===== src/sv/kls_pkg.sv =====
// ----------------------------------------------------------------------------
// kls_pkg: shared types and constants for the keyframe linear sampler
// Holds field widths, operation codes and the command and status bundles
// that pass between the controller and the datapath.
// ----------------------------------------------------------------------------
`timescale 1ns / 1ps
`default_nettype none

package kls_pkg;

   localparam int TIME_W    = 32;
   localparam int VAL_W     = 32;
   localparam int IDX_W     = 6;
   localparam int COUNT_W   = 7;
   localparam int FRAC_W    = 16;
   localparam int QUOT_W    = FRAC_W + 1;
   localparam int DIV_STEPS = FRAC_W;
   localparam int MUL_STEPS = 4;
   localparam int CNT_W     = $clog2(DIV_STEPS);

   localparam logic OP_WRITE  = 1'b0;
   localparam logic OP_SAMPLE = 1'b1;

   typedef struct packed {
      logic [TIME_W-1:0] key_time;
      logic [VAL_W-1:0]  x;
      logic [VAL_W-1:0]  y;
      logic [VAL_W-1:0]  z;
   } entry_type;

   typedef enum logic [1:0] {
      LANE_X = 2'd0,
      LANE_Y = 2'd1,
      LANE_Z = 2'd2
   } lane_type;

   typedef enum logic [1:0] {
      RES_NONE  = 2'd0,
      RES_FIRST = 2'd1,
      RES_PREV  = 2'd2,
      RES_NEXT  = 2'd3
   } res_src_type;

   typedef struct packed {
      logic        write;
      logic        start;
      logic        rd_en;
      logic        take_prev;
      logic        step;
      res_src_type res_src;
      logic        div_start;
      logic        div_step;
      logic        mul_en;
      lane_type    mul_lane;
      logic        add_en;
      logic        emit;
   } cmd_type;

   typedef struct packed {
      logic single_key;
      logic t_le_first;
      logic found;
      logic span_zero;
      logic is_last;
   } status_type;

endpackage

`default_nettype wire


===== src/sv/kls_ctrl.sv =====
// ----------------------------------------------------------------------------
// kls_ctrl: sequencing controller for the keyframe linear sampler
// Steps each sample item through the table walk, for interpolated segments
// the fraction division and three multiplies, and the response hand-off.
// ----------------------------------------------------------------------------
`timescale 1ns / 1ps
`default_nettype none

module kls_ctrl
   import kls_pkg::*;
(
   input  wire logic       clock,
   input  wire logic       reset,
   input  wire logic       req_valid,
   output      logic       req_ready,
   input  wire logic       req_operation,
   output      logic       rsp_valid,
   input  wire logic       rsp_ready,
   output      cmd_type    cmd,
   input  wire status_type status
);

   typedef enum logic [2:0] {
      ST_IDLE,
      ST_FIRST,
      ST_WALK,
      ST_DIV,
      ST_MUL,
      ST_EMIT
   } state_type;

   state_type        state_ff, state_in;
   logic [CNT_W-1:0] cnt_ff, cnt_in;
   logic             rsp_valid_ff, rsp_valid_in;

   assign req_ready = state_ff == ST_IDLE;
   assign rsp_valid = rsp_valid_ff;

   always_comb begin
      state_in = state_ff;
      cnt_in   = cnt_ff;
      cmd      = '{res_src: RES_NONE, mul_lane: LANE_X, default: 1'b0};

      unique case (state_ff)
         ST_IDLE: begin
            if (req_valid) begin
               if (req_operation == OP_WRITE) begin
                  cmd.write = 1'b1;
               end else begin
                  cmd.start = 1'b1;
                  cmd.rd_en = 1'b1;
                  state_in  = ST_FIRST;
               end
            end
         end
         ST_FIRST: begin
            if (status.single_key || status.t_le_first) begin
               cmd.res_src = RES_FIRST;
               state_in    = ST_EMIT;
            end else begin
               cmd.take_prev = 1'b1;
               cmd.rd_en     = 1'b1;
               state_in      = ST_WALK;
            end
         end
         ST_WALK: begin
            if (status.found) begin
               if (status.span_zero) begin
                  cmd.res_src = RES_PREV;
                  state_in    = ST_EMIT;
               end else begin
                  cmd.div_start = 1'b1;
                  cnt_in        = '0;
                  state_in      = ST_DIV;
               end
            end else if (status.is_last) begin
               cmd.res_src = RES_NEXT;
               state_in    = ST_EMIT;
            end else begin
               cmd.take_prev = 1'b1;
               cmd.step      = 1'b1;
               cmd.rd_en     = 1'b1;
            end
         end
         ST_DIV: begin
            cmd.div_step = 1'b1;
            if (cnt_ff == CNT_W'(DIV_STEPS - 1)) begin
               cnt_in   = '0;
               state_in = ST_MUL;
            end else begin
               cnt_in = cnt_ff + CNT_W'(1);
            end
         end
         ST_MUL: begin
            cmd.mul_en   = cnt_ff != CNT_W'(MUL_STEPS - 1);
            cmd.mul_lane = lane_type'(cnt_ff[1:0]);
            cmd.add_en   = cnt_ff != '0;
            if (cnt_ff == CNT_W'(MUL_STEPS - 1)) begin
               state_in = ST_EMIT;
            end else begin
               cnt_in = cnt_ff + CNT_W'(1);
            end
         end
         ST_EMIT: begin
            if (!rsp_valid_ff || rsp_ready) begin
               cmd.emit = 1'b1;
               state_in = ST_IDLE;
            end
         end
         default: begin
            state_in = ST_IDLE;
         end
      endcase

      if (cmd.emit) begin
         rsp_valid_in = 1'b1;
      end else if (rsp_ready) begin
         rsp_valid_in = 1'b0;
      end else begin
         rsp_valid_in = rsp_valid_ff;
      end
   end

   always_ff @(posedge clock) begin
      if (reset) begin
         state_ff     <= ST_IDLE;
         cnt_ff       <= '0;
         rsp_valid_ff <= 1'b0;
      end else begin
         state_ff     <= state_in;
         cnt_ff       <= cnt_in;
         rsp_valid_ff <= rsp_valid_in;
      end
   end

   a_idle_holds: assert property (@(posedge clock) disable iff (reset)
      (state_ff == ST_IDLE && !(req_valid && req_operation == OP_SAMPLE))
      |=> state_ff == ST_IDLE)
      else $error("controller left idle without a sample item");

   a_emit_free: assert property (@(posedge clock) disable iff (reset)
      cmd.emit |-> (!rsp_valid_ff || rsp_ready))
      else $error("response register overwritten while held");

   a_emit_sets_valid: assert property (@(posedge clock) disable iff (reset)
      cmd.emit |=> rsp_valid_ff)
      else $error("response not raised after hand-off");

   a_mul_count: assert property (@(posedge clock) disable iff (reset)
      state_ff == ST_MUL |-> cnt_ff <= CNT_W'(MUL_STEPS - 1))
      else $error("multiply step count out of range");

   a_write_idle_only: assert property (@(posedge clock) disable iff (reset)
      cmd.write |-> (state_ff == ST_IDLE && req_operation == OP_WRITE))
      else $error("table write outside idle");

endmodule

`default_nettype wire


===== config.mk =====
export PLATFORM = sky130hd
export DESIGN_NAME = kls_ctrl
export DESIGN_NICKNAME = d
export VERILOG_FILES = /design/src/sv/kls_pkg.sv /design/src/sv/kls_ctrl.sv
export SDC_FILE = /design/constraint.sdc
export NUM_CORES = 1
export LEC_CHECK = 0
export BUFFER_PORTS_ARGS = -buffer_cell sky130_fd_sc_hd__buf_4
export CAP_MARGIN = 10
export CORE_UTILIZATION = 31
export DETAILED_ROUTE_END_ITERATION = 8
export PLACE_DENSITY = 0.65
export SETUP_SLACK_MARGIN = 0.4
export SYNTH_ARGS = -nofsm -noshare
export SYNTH_HDL_FRONTEND = slang
export SYNTH_SLANG_ARGS = --single-unit

===== constraint.sdc =====
create_clock -name clock -period 5.3 [get_ports clock]
set_clock_uncertainty 0.2 [all_clocks]
set_input_delay 0.265 -clock clock [delete_from_list [all_inputs] [get_ports clock]]
set_output_delay 0.265 -clock clock [all_outputs]
set_load 0.02 [all_outputs]

==> summary by stage <==
Drt
The detailed router finished its first iteration with 12 violations. The routed wirelength normalized by instance count is 10.44 um. The total wirelength of the detailed-routed design is 1441 um.

The post-detailed-route count of antenna-violating nets is 0. The detailed-routing iteration count for the pre-antenna-repair pass is 4. The routed layout has 694 vias. The count of unresolved DRC violations after routing is 0. Dividing the detail-routed via count by the number of cells gives 5.029.

Synth
The mean cell area of the mapped netlist is 7.678 sq um. The top cell type by area accounts for 23.70% of the synthesized area. Counting distinct cell types in the post-synthesis netlist gives 37.

The cell taking the most area after synthesis is sky130_fd_sc_hd__dfxtp_1. The count of synthesis-stage warnings from yosys is 0. Ranked by total cell area, the synthesized netlist is headed by sky130_fd_sc_hd__dfxtp_1 24%, sky130_fd_sc_hd__nor2_1 7.2%, sky130_fd_sc_hd__a21oi_1 6.7%. The cell area after synthesis is 675.6 sq um.

The number of nets in the synthesized netlist is 100. The number of synthesized register bits is 8. After synthesis, flip-flops and latches occupy 23.70% of the total area.

After technology mapping, the gate count stands at 88.

Die
The floorplan step set the die height to 48.69 um. The count of pins on the block boundary is 26. The initialized floorplan defines 16 standard-cell rows. The horizontal extent of the die is 48.69 um. The die covers 2370 sq um.

The initial core utilization is 33.75%. The core outline area is 2002 sq um.

Critical path
Together, buffers and inverters on the worst path number 1. The critical path data required time is 4.84 ns. The category of the worst setup path launch point is a flip-flop. The register-to-register setup slack is 3.36 ns. The critical path's largest stage delay is 0.54 ns. The slowest cell on the critical path is sky130_fd_sc_hd__or3b_2. The signal arrival time at the worst endpoint is 1.79 ns. The largest fanout on the critical path is 10. The reg-to-reg critical path endpoint is cnt_ff[3]$_SDFFE_PP0P_. The sort of element at the end of the critical path is a primary output.

The class of the most critical setup path is flip-flop to primary output. The dominant delay contributor by cell family on the critical path is simple AND/OR/NAND/NOR gates. The worst flop-to-flop path startpoint is state_ff[2]$_SDFFE_PP0P_. Measured in cells, the most critical reg-to-reg path has a length of 5.

The critical path goes through or3b_2 -> nor3_4 -> a21o_1 -> or2_2 -> buf_4.

GRT
The number of global-route vias before repair came to 603. The overflow left after global routing is 0. The global-route usage over all layers is 12.84%. The number of antenna violations at the first check in global routing is 0. The first-pass GRT wire length is 2415 um. Entering global routing, the biggest net connects 14 pins.

STA
The worst path needs 2.256 ns of the cycle, external delays included. The max-slew violation total from the final report is 0. Setup repair after global routing left no endpoint under its margin. The post-route fraction of the period consumed by the critical path is 42.57%. The hold violation count in the final report is 0. The setup TNS is 0 ns. The worst pin sits at a relative slew slack of 68.95%. At the pin with the least slew margin, the transition time is 0.4658 ns. The final setup violation count is 0.

The fmax is 443.2 MHz.

Place
Once placement completed, the tool counted placed cells totaling 135. During placement, the flow inserted port buffers numbering 25. Summed over all nets, the half-perimeter wirelength after detailed placement is 1167 um. Routability-driven placement finished with a final weighted congestion of 0.7986. The cell area reported after detailed placement is 849.6 sq um.

Clocking
The number of clock buffers added by TritonCTS is 3. The number of H-tree levels is 1. The root buffer selected by CTS is sky130_fd_sc_hd__clkbuf_4. The post-CTS clock slew at the launch and capture registers of the worst setup and hold paths is 0.06 ns. After clock tree synthesis, the flow added hold-fix buffers numbering 0. The buffer levels on the longest clock path is 2.

In this run, post-CTS repair resized a total of 0 instances. For the worst-skew pair, the clock arrives at the later sink with an insertion delay of 0.25 ns. After clock tree synthesis, the setup repair step added 0 buffers. TritonCTS built the clock tree. The clock drives 8 sinks.

Finish
The area growth from synthesis to layout is 29.07%. The repair_antennas step left the layout with diodes totalling 0. The non-filler instance count after layout is 138.

The fraction of layout cells with a size suffix above 1 is 37.84%. The number of fillers in the final layout is 217. The layout net count is 125.

The design area is 872.1 sq um.

Hold path
The capture endpoint of the worst hold path is cnt_ff[2]$_SDFFE_PP0P_. The class of the worst hold path is input pin to flip-flop. The depth of the worst hold-timing path is 2. The source of the worst hold timing path is reset.

Power and ir drop
VDD sags by at most 0.0001835 V. The power density normalized to cell area is 371.8 nW/um^2. The leakage power summed over all cells is 0.0004003 uW.

Outcome
The flow ran to the end, and the final reports show no timing, DRC or antenna violations.

Flow run
Max-cap violations in this run came to 0.
-- sequential cells by signal, indices dropped and copies added (netlist names) --
signal / cells
rsp_valid: 1
cnt_ff: 4
state_ff: 3
-- per-stage QoR --
step	worst slack [ns]	hold WS, ns	utilization [%]	power [uW]
5_1_grt	2.881	0.04311	43.56	350.1
3_3_place_gp	3.319	0.3083	42.44	278.5
4_1_cts	3.025	0.03314	43.56	327.0
3_5_place_dp	3.293	0.3016	42.44	280.0
6_report	3.044	0.03767	43.56	324.3
2_1_floorplan	3.126	0.2852	-	237.1
-- metal layers --
layer	share of wire, %	track usage [%]	vias to the layer above
li1	-	-	354
met1	47	16.44	324
met2	47	20.14	14
met3	4.3	2.830	2
met4	1.2	6.373	0
met5	0	0	-
-- Yosys cell counts --
library cell                      number
sky130_fd_sc_hd__inv_1                 4
sky130_fd_sc_hd__nor2b_1               1
sky130_fd_sc_hd__or3b_2                1
sky130_fd_sc_hd__ha_1                  2
sky130_fd_sc_hd__nand3b_1              1
sky130_fd_sc_hd__nor3b_1               1
sky130_fd_sc_hd__nor3_1                1
sky130_fd_sc_hd__and2_4                1
sky130_fd_sc_hd__or2b_2                1
sky130_fd_sc_hd__and2_2                1
sky130_fd_sc_hd__buf_4                 2
sky130_fd_sc_hd__nand2_1               6
sky130_fd_sc_hd__mux2i_1               1
sky130_fd_sc_hd__nor3_4                1
sky130_fd_sc_hd__o21ai_2               2
sky130_fd_sc_hd__a21oi_1               9
sky130_fd_sc_hd__buf_6                 2
sky130_fd_sc_hd__or3_2                 1
sky130_fd_sc_hd__a22oi_1               1
sky130_fd_sc_hd__nor3b_4               1
sky130_fd_sc_hd__nand2b_1              3
sky130_fd_sc_hd__and2b_2               3
sky130_fd_sc_hd__o311a_1               1
sky130_fd_sc_hd__a211o_2               1
sky130_fd_sc_hd__clkdlybuf4s25_2       1
sky130_fd_sc_hd__o21bai_1              1
sky130_fd_sc_hd__nand3_1               4
sky130_fd_sc_hd__dfxtp_1               8
sky130_fd_sc_hd__or2_2                 1
sky130_fd_sc_hd__nor2_1               13
sky130_fd_sc_hd__or4_1                 1
sky130_fd_sc_hd__o21ai_0               6
sky130_fd_sc_hd__and3_1                1
sky130_fd_sc_hd__a21o_1                1
sky130_fd_sc_hd__a32o_1                1
sky130_fd_sc_hd__a31oi_1               1
sky130_fd_sc_hd__a211oi_1              1
-- kinds of logic after synthesis --
kind of cell / Yosys count / synth area share (%)
DFF: 8 / 23.70
and+or+nand+nor: 43 / 38.34
buffers and inverters: 9 / 9.258
AOI/OAI and AO/OA: 25 / 23.52
adders and majority gates: 2 / 3.703
muxes: 1 / 1.482
-- worst max path at each step --
stage,start,end,cells past startpoint
floorplan,state_ff[0]$_SDFFE_PP0P_,cmd[11],4
global placement,state_ff[1]$_SDFFE_PP0P_,cmd[11],5
detailed placement,state_ff[1]$_SDFFE_PP0P_,cmd[11],5
CTS,state_ff[1]$_SDFFE_PP0P_,cmd[11],5
global route,state_ff[0]$_SDFFE_PP0P_,cmd[7],4
finish,state_ff[1]$_SDFFE_PP0P_,cmd[11],5
-- layout make-up --
| class | count | area (sq um) | share of cell area [%] |
|---|---|---|---|
| repair buffers | 25 | 187.7 | 21.52 |
| multi-input cells | 71 | 452.9 | 51.94 |
| clock buffers | 3 | 22.52 | 2.582 |
| flip-flops and latches | 8 | 160.2 | 18.36 |
| inverters | 4 | 15.01 | 1.722 |
| well taps | 27 | 33.78 | 3.874 |
-- cells in the final DEF, fill, tap and decap left out, types with 2 or more instances in the layout --
cell type and count:
sky130_fd_sc_hd__buf_4 25, sky130_fd_sc_hd__nor2_1 13, sky130_fd_sc_hd__a21oi_1 9, sky130_fd_sc_hd__dfxtp_1 8, sky130_fd_sc_hd__nand2_1 6, sky130_fd_sc_hd__o21ai_0 6
sky130_fd_sc_hd__inv_1 4, sky130_fd_sc_hd__nand3_1 4, sky130_fd_sc_hd__nand2b_1 3, sky130_fd_sc_hd__and2b_2 3, sky130_fd_sc_hd__clkbuf_4 3, sky130_fd_sc_hd__o21ai_2 2
sky130_fd_sc_hd__ha_1 2
-- report_power, final --
| group | switching, uW | total, uW | internal (uW) | leakage, uW |
|---|---|---|---|---|
| clock network | 19.5 | 45.4 | 25.8 | 0.0000138 |
| registers | 23.9 | 94.1 | 70.2 | 0.0000650 |
| logic | 98.9 | 185 | 85.9 | 0.000321 |
| total | 142 | 324 | 182 | 0.000400 |
(Power assumes the default switching activity.)
